`src/hw/rtl/mexp_pkg.sv`:
```
// ----------------------------------------------------------------------------
// Modular exponentiation package
// Sequencer states and configuration register indexes.
// ----------------------------------------------------------------------------
package mexp_pkg;

   typedef enum logic [1:0] {
      ST_IDLE,
      ST_RUN,
      ST_HOLD
   } state_type;

   localparam int CSR_INDEX_WIDTH = 1;

   localparam logic [CSR_INDEX_WIDTH-1:0] CSR_EXPONENT = 1'b0;
   localparam logic [CSR_INDEX_WIDTH-1:0] CSR_MODULUS  = 1'b1;

endpackage

```
`src/hw/rtl/modular_exponentiation.sv`:
```
// ----------------------------------------------------------------------------
// Modular exponentiation
// Raises each request base to the configured exponent modulo the configured
// modulus by square and multiply on a chain of modular multiplier cells.
//
//   Channel  Ports                              Direction
//   req      req_valid/req_ready, base_value    in
//   rsp      rsp_valid/rsp_ready, power_result  out
//   csr      csr_write, csr_index, csr_wdata    in
//
// A request takes (VALUE_WIDTH + 1) passes through the VALUE_WIDTH-cell chain.
// The chain holds one multiply pair at a time, so each pass waits for the last.
// The first pass reduces the base; each later pass handles one exponent bit.
// A new request is taken once the previous result is in the output register.
// Reset is synchronous and restores exponent 1 and an all-ones modulus.
// ----------------------------------------------------------------------------
module modular_exponentiation #(
   parameter int VALUE_WIDTH = 16
) (
   input  logic                                  clock,
   input  logic                                  reset,
   input  logic                                  req_valid,
   output logic                                  req_ready,
   input  logic [VALUE_WIDTH-1:0]                req_base_value,
   output logic                                  rsp_valid,
   input  logic                                  rsp_ready,
   output logic [VALUE_WIDTH-1:0]                rsp_power_result,
   input  logic                                  csr_write,
   input  logic [mexp_pkg::CSR_INDEX_WIDTH-1:0]  csr_index,
   input  logic [VALUE_WIDTH-1:0]                csr_wdata
);

   localparam int W  = VALUE_WIDTH;
   localparam int PW = $clog2(W + 1);
   localparam int IW = $clog2(W);

   mexp_pkg::state_type state_ff, state_in;

   logic [W-1:0]  exponent_ff;
   logic [W-1:0]  modulus_ff;
   logic [W-1:0]  base_ff;
   logic [W-1:0]  acc_ff;
   logic [W-1:0]  sq_ff;
   logic [PW-1:0] pass_ff;
   logic          launch_ff;
   logic          rsp_valid_ff;
   logic [W-1:0]  rsp_data_ff;

   logic [W:0]    cv;
   logic [W-1:0]  ca [W+1];
   logic [W-1:0]  cs [W+1];

   logic          accept;
   logic          done;
   logic          last_pass;
   logic          first_pass;
   logic          slot_free;
   logic          ebit;
   logic [IW-1:0] bidx;
   logic [W-1:0]  x_acc, x_sq, y_acc, y_sq;
   logic [W-1:0]  final_value;
   logic          mod_small;

   assign accept     = req_valid && req_ready;
   assign done       = cv[W];
   assign first_pass = (pass_ff == '0);
   assign last_pass  = (pass_ff == PW'(W));
   assign slot_free  = !rsp_valid_ff || rsp_ready;
   assign mod_small  = (modulus_ff < W'(2));
   assign bidx       = IW'(pass_ff - PW'(1));
   assign ebit       = !first_pass && exponent_ff[bidx];

   always_comb begin
      x_acc = ebit ? sq_ff : W'(1);
      y_acc = acc_ff;
      x_sq  = first_pass ? W'(1) : sq_ff;
      y_sq  = first_pass ? base_ff : sq_ff;
      final_value = mod_small ? '0 : ca[W];
   end

   assign cv[0] = launch_ff;
   assign ca[0] = '0;
   assign cs[0] = '0;

   for (genvar k = 0; k < W; k++) begin : g_cell
      mexp_cell #(.W(W)) u_cell (
         .clock     (clock),
         .reset     (reset),
         .in_valid  (cv[k]),
         .in_acc    (ca[k]),
         .in_sq     (cs[k]),
         .x_acc     (x_acc),
         .x_sq      (x_sq),
         .bit_acc   (y_acc[W-1-k]),
         .bit_sq    (y_sq[W-1-k]),
         .modulus   (modulus_ff),
         .out_valid (cv[k+1]),
         .out_acc   (ca[k+1]),
         .out_sq    (cs[k+1])
      );
   end

   always_comb begin
      state_in = state_ff;
      unique case (state_ff)
         mexp_pkg::ST_IDLE: begin
            if (accept) begin
               state_in = mexp_pkg::ST_RUN;
            end
         end
         mexp_pkg::ST_RUN: begin
            if (done && last_pass) begin
               state_in = slot_free ? mexp_pkg::ST_IDLE : mexp_pkg::ST_HOLD;
            end
         end
         mexp_pkg::ST_HOLD: begin
            if (slot_free) begin
               state_in = mexp_pkg::ST_IDLE;
            end
         end
         default: state_in = mexp_pkg::ST_IDLE;
      endcase
   end

   always_comb begin
      req_ready = (state_ff == mexp_pkg::ST_IDLE);
   end

   always_ff @(posedge clock) begin
      if (reset) begin
         state_ff     <= mexp_pkg::ST_IDLE;
         exponent_ff  <= W'(1);
         modulus_ff   <= '1;
         pass_ff      <= '0;
         launch_ff    <= 1'b0;
         rsp_valid_ff <= 1'b0;
      end else begin
         state_ff  <= state_in;
         launch_ff <= 1'b0;
         if (csr_write) begin
            unique case (csr_index)
               mexp_pkg::CSR_EXPONENT: exponent_ff <= csr_wdata;
               mexp_pkg::CSR_MODULUS:  modulus_ff  <= csr_wdata;
               default: ;
            endcase
         end
         if (rsp_ready) begin
            rsp_valid_ff <= 1'b0;
         end
         if (accept) begin
            pass_ff   <= '0;
            launch_ff <= 1'b1;
         end
         if (state_ff == mexp_pkg::ST_RUN && done) begin
            if (last_pass) begin
               if (slot_free) begin
                  rsp_valid_ff <= 1'b1;
               end
            end else begin
               pass_ff   <= pass_ff + PW'(1);
               launch_ff <= 1'b1;
            end
         end
         if (state_ff == mexp_pkg::ST_HOLD && slot_free) begin
            rsp_valid_ff <= 1'b1;
         end
      end
   end

   always_ff @(posedge clock) begin
      if (accept) begin
         base_ff <= req_base_value;
      end
      if (state_ff == mexp_pkg::ST_RUN && done) begin
         sq_ff <= cs[W];
         if (first_pass) begin
            acc_ff <= W'(1);
         end else if (last_pass) begin
            acc_ff <= final_value;
            if (slot_free) begin
               rsp_data_ff <= final_value;
            end
         end else begin
            acc_ff <= ca[W];
         end
      end
      if (state_ff == mexp_pkg::ST_HOLD && slot_free) begin
         rsp_data_ff <= acc_ff;
      end
   end

   assign rsp_valid        = rsp_valid_ff;
   assign rsp_power_result = rsp_data_ff;

`ifndef SYNTHESIS
   a_chain_single: assert property (@(posedge clock) disable iff (reset)
      $onehot0(cv))
      else $error("more than one multiply in flight on the cell chain");

   a_accept_runs: assert property (@(posedge clock) disable iff (reset)
      accept |=> state_ff == mexp_pkg::ST_RUN && launch_ff)
      else $error("accepted request did not start the chain");

   a_result_range: assert property (@(posedge clock) disable iff (reset)
      $rose(rsp_valid_ff) |-> rsp_data_ff < modulus_ff || mod_small)
      else $error("result not reduced below the modulus");

   a_no_launch_idle: assert property (@(posedge clock) disable iff (reset)
      launch_ff |-> state_ff == mexp_pkg::ST_RUN)
      else $error("chain launched outside a run");
`endif

endmodule

```
`src/hw/rtl/mexp_cell.sv`:
```
// ----------------------------------------------------------------------------
// Modular exponentiation multiplier cell
// One step of an interleaved modular multiply for two lanes: doubles the
// partial remainder, adds the multiplicand where the multiplier bit is set,
// and reduces after each addition.
// ----------------------------------------------------------------------------
module mexp_cell #(
   parameter int W = 16
) (
   input  logic         clock,
   input  logic         reset,
   input  logic         in_valid,
   input  logic [W-1:0] in_acc,
   input  logic [W-1:0] in_sq,
   input  logic [W-1:0] x_acc,
   input  logic [W-1:0] x_sq,
   input  logic         bit_acc,
   input  logic         bit_sq,
   input  logic [W-1:0] modulus,
   output logic         out_valid,
   output logic [W-1:0] out_acc,
   output logic [W-1:0] out_sq
);

   logic         valid_ff;
   logic [W-1:0] acc_ff, acc_in;
   logic [W-1:0] sq_ff, sq_in;

   function automatic logic [W-1:0] mod_step(
      input logic [W-1:0] r,
      input logic [W-1:0] x,
      input logic         b,
      input logic [W-1:0] m
   );
      logic [W:0] t;
      logic [W:0] mw;
      mw = {1'b0, m};
      t  = {r, 1'b0};
      if (t >= mw) begin
         t = t - mw;
      end
      if (b) begin
         t = t + {1'b0, x};
      end
      if (t >= mw) begin
         t = t - mw;
      end
      return t[W-1:0];
   endfunction

   always_comb begin
      acc_in = mod_step(in_acc, x_acc, bit_acc, modulus);
      sq_in  = mod_step(in_sq, x_sq, bit_sq, modulus);
   end

   always_ff @(posedge clock) begin
      if (reset) begin
         valid_ff <= 1'b0;
      end else begin
         valid_ff <= in_valid;
      end
      acc_ff <= acc_in;
      sq_ff  <= sq_in;
   end

   assign out_valid = valid_ff;
   assign out_acc   = acc_ff;
   assign out_sq    = sq_ff;

endmodule

```
`config.mk`:
```
export PLATFORM = sky130hd
export DESIGN_NAME = modular_exponentiation
export DESIGN_NICKNAME = d
export VERILOG_FILES = /design/src/hw/rtl/mexp_pkg.sv /design/src/hw/rtl/modular_exponentiation.sv /design/src/hw/rtl/mexp_cell.sv
export SDC_FILE = /design/constraint.sdc
export NUM_CORES = 2
export LEC_CHECK = 0
export BUFFER_PORTS_ARGS = -buffer_cell sky130_fd_sc_hd__buf_2
export CAP_MARGIN = 0
export CORE_ASPECT_RATIO = 0.5
export CORE_MARGIN = 8
export CORE_UTILIZATION = 65
export CTS_CLUSTER_SIZE = 14
export DETAILED_ROUTE_END_ITERATION = 12
export PLACE_DENSITY_LB_ADDON = 0.12
export RECOVER_POWER = 50
export SLEW_MARGIN = 20
export SYNTH_ARGS = -nofsm -noshare
export SYNTH_HDL_FRONTEND = slang
export SYNTH_SLANG_ARGS = --single-unit
```
`constraint.sdc`:
```
create_clock -name clock -period 12.3 [get_ports clock]
set_clock_uncertainty 0.2 [all_clocks]
set_input_delay 0.615 -clock clock [delete_from_list [all_inputs] [get_ports clock]]
set_output_delay 0.615 -clock clock [all_outputs]
set_load 0.05 [all_outputs]
```
* Word level (Yosys, flattened, before mapping) *
Index checks and enable logic that the tools add are counted.

operators by class
  add/sub/neg operators = 97
  order comparisons = 65
  eq/ne operators = 7
  muxes and demuxes = 123
  bitwise gates (word level) = 1
  reduce and logical (&&, ||, !) cells = 17

operator list
  operator                                                                        number
  17-bit 2-to-1 mux                                                               63
  17-bit by 16-bit >= comparator with 1-bit output                                62
  16-bit 2-to-1 mux                                                               42
  17-bit by 16-bit adder with 17-bit output                                       32
  16-bit subtractor                                                               32
  17-bit by 16-bit subtractor with 17-bit output                                  30
  1-bit by 16-bit subtractor with 17-bit output (first input constant)            1
  1-bit by 16-bit >= comparator with 1-bit output (first input constant)          1
  16-bit by 2-bit less-than comparator with 1-bit output (second input constant)  1
  5-bit 2-to-1 mux                                                                3
  1-bit 2-to-1 mux                                                                9
  2-bit 2-to-1 mux                                                                4
  2-bit one-hot mux with 3 select lines                                           1
  2-bit nonzero test                                                              3
  5-bit by 1-bit adder with 5-bit output (second input constant)                  1
  5-bit equality test (second input constant)                                     1
  1-bit logical AND                                                               5
  5-bit zero test                                                                 1
  4-bit by 5-bit less-than comparator with 1-bit output (second input constant)   1
  1-bit binary-select mux with 4-bit select                                       1
  2-bit by 1-bit != test with 1-bit output (second input constant)                2
  2-bit != test (second input constant)                                           2
  2-bit AND reduction                                                             2
  4-bit AND reduction                                                             1
  other kinds (8)                                                                 9

word-level totals
  register bits after elaboration = 633
  logic and storage cells = 368

* Logic depth before layout (Yosys ltp) *
  depth after elaboration = 9
  depth in mapped cells = 34

* Hierarchy *
From an unflattened synthesis, not the netlist that was laid out.

second synthesis, totals
  cell total of the unflattened synthesis = 12959
  area total of the unflattened synthesis = 105909.1 sq um

modules (own cells, without submodules)
  module                             instances  cells an instance  area each (sq um)  seq. area each (sq um)
  mexp_cell (g_cell[11].u_cell ...)  6          780                6293.5             660.6
  mexp_cell (g_cell[0].u_cell ...)   3          802                6444.9             660.6
  mexp_cell (g_cell[6].u_cell ...)   2          785                6473.7             660.6
  mexp_cell (g_cell[14].u_cell)      1          862                6687.7             660.6
  mexp_cell (g_cell[10].u_cell)      1          796                6517.5             660.6
  mexp_cell (g_cell[5].u_cell)       1          766                6172.2             660.6
  mexp_cell (g_cell[8].u_cell)       1          753                6067.1             660.6
  mexp_cell (g_cell[9].u_cell)       1          739                6012.0             660.6
  modular_exponentiation             1          387                4409.2             2742.6

* Least setup slack after synthesis *
OpenSTA, ideal clock, no wires.

  path kind = register to register
  start = register modulus_ff[0]
  end = register g_cell[7].u_cell.sq_ff[10]
  setup time = 0.121 ns
  arrival = 10.384 ns
  required time = 11.979 ns
  slack = 1.595 ns
  cell stages (with the launch flop) = 34
  buffers on the path = 6
  path through = dfxtp_1 -> buf_2 -> inv_1 -> clkbuf_1 -> buf_1 -> ha_1 -> nand4_1 -> nor4_1 -> a211o_1 -> nor3_1 -> o211a_1 -> nor2_1 -> buf_1 -> clkbuf_1 -> mux2i_1 -> inv_1 -> ha_1 -> a21o_1 -> a2111oi_0 -> o31ai_1 -> o41a_1 -> a211oi_1 -> o21bai_1 -> a21oi_1 -> xnor2_1 -> mux2_2 -> ha_1 -> nand4_1 -> nor4_1 -> a41oi_1 -> o311ai_0 -> nor3b_2 -> buf_2 -> mux2_2

between the ends
  longest elaborated chain between the ends = 6
  elaborated cells on any way between the ends = 8
  classes of those cells = 3 x add/sub; 2 x order compare; 3 x mux

ends and longest elaborated chain
  item                                                                                                                       line                              source
  start: declaration                                                                                                         modular_exponentiation.sv:40      logic [W-1:0] modulus_ff;
  start signal: assignment                                                                                                   modular_exponentiation.sv:143     mexp_pkg::CSR_MODULUS: modulus_ff <= csr_wdata;
  17-bit by 16-bit subtractor with 17-bit output / 17-bit by 16-bit >= comparator with 1-bit output (equally long branches)  mexp_cell.sv:40, mexp_cell.sv:39
  17-bit 2-to-1 mux                                                                                                          mexp_cell.sv:39                   if (t >= mw) begin
  17-bit by 16-bit adder with 17-bit output                                                                                  mexp_cell.sv:43                   t = t + {1'b0, x};
  17-bit 2-to-1 mux                                                                                                          mexp_cell.sv:42                   if (b) begin
  16-bit subtractor / 17-bit by 16-bit >= comparator with 1-bit output (equally long branches)                               mexp_cell.sv:46, mexp_cell.sv:45
  16-bit 2-to-1 mux (*)                                                                                                      mexp_cell.sv:45                   if (t >= mw) begin
  via g_cell[7].u_cell.sq_in[10]                                                                                             mexp_cell.sv:27                   logic [W-1:0] sq_ff, sq_in;
  end signal: assignment                                                                                                     mexp_cell.sv:63                   sq_ff <= sq_in;
  end: declaration                                                                                                           mexp_cell.sv:27

Mark *: on every way through the listed nets, which the timed path passes. The rest lies on a longest branch.
A chain may end at the register's enable or synchronous reset.

* Final worst setup path *
  start = register modulus_ff[7]
  end = register g_cell[8].u_cell.acc_ff[6]

between the ends
  longest elaborated chain between the ends = 6
  elaborated cells on any way between the ends = 8
  classes of those cells = 3 x add/sub; 2 x order compare; 3 x mux

ends and longest elaborated chain
  item                                                                                                                       line                              source
  17-bit by 16-bit subtractor with 17-bit output / 17-bit by 16-bit >= comparator with 1-bit output (equally long branches)  mexp_cell.sv:40, mexp_cell.sv:39
  17-bit 2-to-1 mux                                                                                                          mexp_cell.sv:39
  17-bit by 16-bit adder with 17-bit output                                                                                  mexp_cell.sv:43
  17-bit 2-to-1 mux                                                                                                          mexp_cell.sv:42
  17-bit by 16-bit >= comparator with 1-bit output / 16-bit subtractor (equally long branches)                               mexp_cell.sv:45, mexp_cell.sv:46
  16-bit 2-to-1 mux (*)                                                                                                      mexp_cell.sv:45
  via g_cell[8].u_cell.acc_in[6]                                                                                             mexp_cell.sv:26                   logic [W-1:0] acc_ff, acc_in;
  end signal: assignment                                                                                                     mexp_cell.sv:62                   acc_ff <= acc_in;
  end: declaration                                                                                                           mexp_cell.sv:26

Marked as above.

==> flow_summary.ini <==
[finish]
ff_latch_area_sq_mm = 0.0133
final_util_pct = 69.4
syn2layout_area_growth_pct = 6.15
multi_input_comb_area_sq_mm = 0.0812
final_nets = 13600
drive_above_1_share_pct = 10.9
fill_cells = 12500

[die]
die_h_um = 289
rows = 100
ios = 56
chipWidth_um = 563
coreArea_sq_mm = 0.149
start_util_pct = 65.4
die_area_sq_mm = 0.163

[placement]
gp_routability_congestion = 0.942
io_buffer_count = 55
hpwl_mm = 209

[drt]
drt-vias-per-instance = 6.51
drt-wirelength-per-cell_um = 20.9
drtPass1Iterations = 8
ant_nets = 0
wl_mm = 292
drt_iter0_drc = 7487
drc_errors = 0
vias = 91000

[clock_network]
htreeDepth = 3
cts-root-buf = clkbuf_16
cts.repair.resized = 0
clock_path_buffers = 3
numCtsBuffers = 73
clk_pin_slew_worst_paths_ns = 0.07
clk_latency_ns = 0.69
cts_sinks = 633
post_cts_buffers = 0
hold_buffers = 32
cts_tree = built

[logic_synthesis]
synth_warnings = 0
synth_most_common_cell = ha_1
ys_top_cells_by_area = ha_1 (20%), dfxtp_1 (12%), mux2_2 (9.8%)
syn_area_per_cell_sq_um = 8.19
synth_common_cells = ha_1 (1538), a21oi_1 (1059), nor2_1 (906)
syn_nets = 13500
ys_seq_elements = 633
synth_top_area_share_pct = 19.8
synth_top_flop_cell = dfxtp_1
syn_inst = 11900
syn_area_sq_mm = 0.0972
synth_edf_count = 64
yosysTopAreaCell = ha_1
seq_area_frac_synth_pct = 13.7
yosysUniqueCellTypes = 110
ys_async_sr_fraction_pct = 0

[grt]
grt_pass1_vias = 85200
grt_pass1_wl_mm = 454
grt_max_degree = 63
grt_use_total_pct = 34.1
grt_overflow = 0
antenna_found_initial = 1

[sta]
drv_slew = 203
setup_viol = 0
fin_tns_setup_ns = 0
max_slew_margin_pct = -108
rsz0062_at_grt = no
finalCritPeriodShare_pct = 82.7
max_freq_mhz = 98.3
final-hold-violation-count = 0
tightest_slew_ns = 3.13
min_period_ns = 10.18
hold_slack_ns = 0.0661

[critical_path]
cp-end-kind = register
cp.required_ns = 12.65
path_max_fanout = 45
critical_path_class = reg -> reg
setup.worst_path.start_class = register
crit_arrival_ns = 10.53

[power]
max-vdd-ir-drop_mv = 0.161
total_leakage_power_nw = 49.8
clock_power_share_pct = 9.9
p_int_mw = 13.5
power.share.sequential_pct = 13.6
swShare_pct = 47.4
switching_power_mw = 12.1
p_per_area_mw_per_mm2 = 248
p_comb_share_pct = 76.5

[run]
maxCapViolations = 8

[outcome]
violations = max-capacitance violations, max-slew violations
status = complete, but fails checks

[hold_path]
hold_path_class = in -> reg
cell families (layout without fill, tap and decap cells):
| family | count (synthesis) | after routing | synth area share [%] |
|---|---|---|---|
| buffers and inverters | 716 | 827 | 2.90 |
| adder cells (fa/ha/maj) | 1632 | 1632 | 21.7 |
| multiplexers | 1029 | 1029 | 11.8 |
| flip-flops | 633 | 633 | 13.7 |
| other | 0 | 1 | 0 |
| AO/OA/AOI/OAI | 3554 | 3554 | 23.8 |
| AND/OR/NAND/NOR | 3150 | 3150 | 15.7 |
| XOR/XNOR | 1151 | 1151 | 10.4 |
placed cells by master, fill, tap and decap left out, types with 139 or more instances in the layout:
| cell | Yosys | layout |
|---|---|---|
| o21ai_0 | 658 | 662 |
| a21oi_1 | 1059 | 1052 |
| nand4_1 | 155 | 155 |
| dfxtp_1 | 569 | 568 |
| mux2i_1 | 172 | 171 |
| nor2_1 | 906 | 906 |
| nand3_1 | 197 | 197 |
| nor3_1 | 271 | 271 |
| inv_1 | 482 | 466 |
| nand2_1 | 758 | 757 |
| nor2b_1 | 189 | 175 |
| o21a_1 | 214 | 214 |
| xor2_1 | 397 | 397 |
| ha_1 | 1538 | 1538 |
| xnor2_1 | 754 | 754 |
| mux2_2 | 844 | 807 |
| o21bai_1 | 139 | 139 |
| a21o_1 | 500 | 500 |
worst max-delay path, stage by stage (launching register included):
cell        delay, ns
dfxtp_1          0.35
clkinvlp_2       1.23
buf_12           0.73
ha_1             0.29
a21o_1           0.20
a211oi_1         0.33
nor2_1           0.16
a22o_1           0.20
a31o_2           0.22
nor2_1           1.12
mux2i_1          0.34
fa_1             0.52
nand3b_1         0.21
a21boi_0         0.16
o21ai_0          0.14
a21oi_1          0.35
xnor2_1          0.17
a21oi_1          0.13
ha_1             0.43
a21o_1           0.20
a21oi_1          0.24
nand3_1          0.12
a21oi_1          0.32
o21ai_0          0.21
a211oi_2         0.24
clkbuf_1         0.75
mux2_2           0.43
routing by layer:
metal	vias to the layer above	wire length (um)	global-route usage (%)
li1	44300	-	-
met1	42700	129000	45.6
met2	3272	124000	55.2
met3	727	24600	5.06
met4	0	14100	14.1
met5	-	0	0
metrics by stage:
step	setup slack (ns)	instances	area, sq um	power [mW]
detailed placement	3.45	13800	100000	22.6
finish	2.12	14000	103000	25.6
global placement	3.62	13800	100000	22.2
global route	1.42	14000	103000	27.8
floorplan	1.60	11900	97200	19.0
CTS	3.38	14000	103000	25.4
registers in the layout (all words and copies together) (netlist names), 2 cells and up:
register	flops
state_ff	2
base_ff	16
g_cell.u_cell.out_valid	16
sq_ff	16
exponent_ff	16
rsp_power_result	16
pass_ff	5
g_cell.u_cell.out_sq	256
acc_ff	16
modulus_ff	16
g_cell.u_cell.out_acc	256
cell type report:
class	count	share of cell area [%]
multi-input combinational	10500	78.8
timing repair buffer	211	1.50
antenna	1	0.00243
clock buffer	90	1.99
sequential	633	12.9
inverter	484	1.82
tap	1989	2.41
clock inverter	42	0.597
path summary, 6_finish.rpt:
| path | startpoint | endpoint | slack [ns] | cells after the start |
|---|---|---|---|---|
| setup / recovery | modulus_ff[7] | g_cell[8].u_cell.out_acc[6] | 2.12 | 26 |
| hold / removal | rsp_ready | state_ff[1] | 0.07 | 4 |
| setup reg to reg | modulus_ff[7] | g_cell[8].u_cell.out_acc[6] | 2.12 | 26 |
| hold reg to reg | g_cell[15].u_cell.out_sq[15] | sq_ff[15] | 0.20 | 0 |
power groups by stage:
stage	Sequential, mW	Clock (mW)	Combinational, mW
CTS	3.46	2.57	19.3
detailed placement	3.48	0	19.1
global route	3.53	2.64	21.6
finish	3.48	2.55	19.6
floorplan	3.23	0	15.7
global placement	3.50	0	18.7
Note: power is estimated with default switching activity, not from simulation.
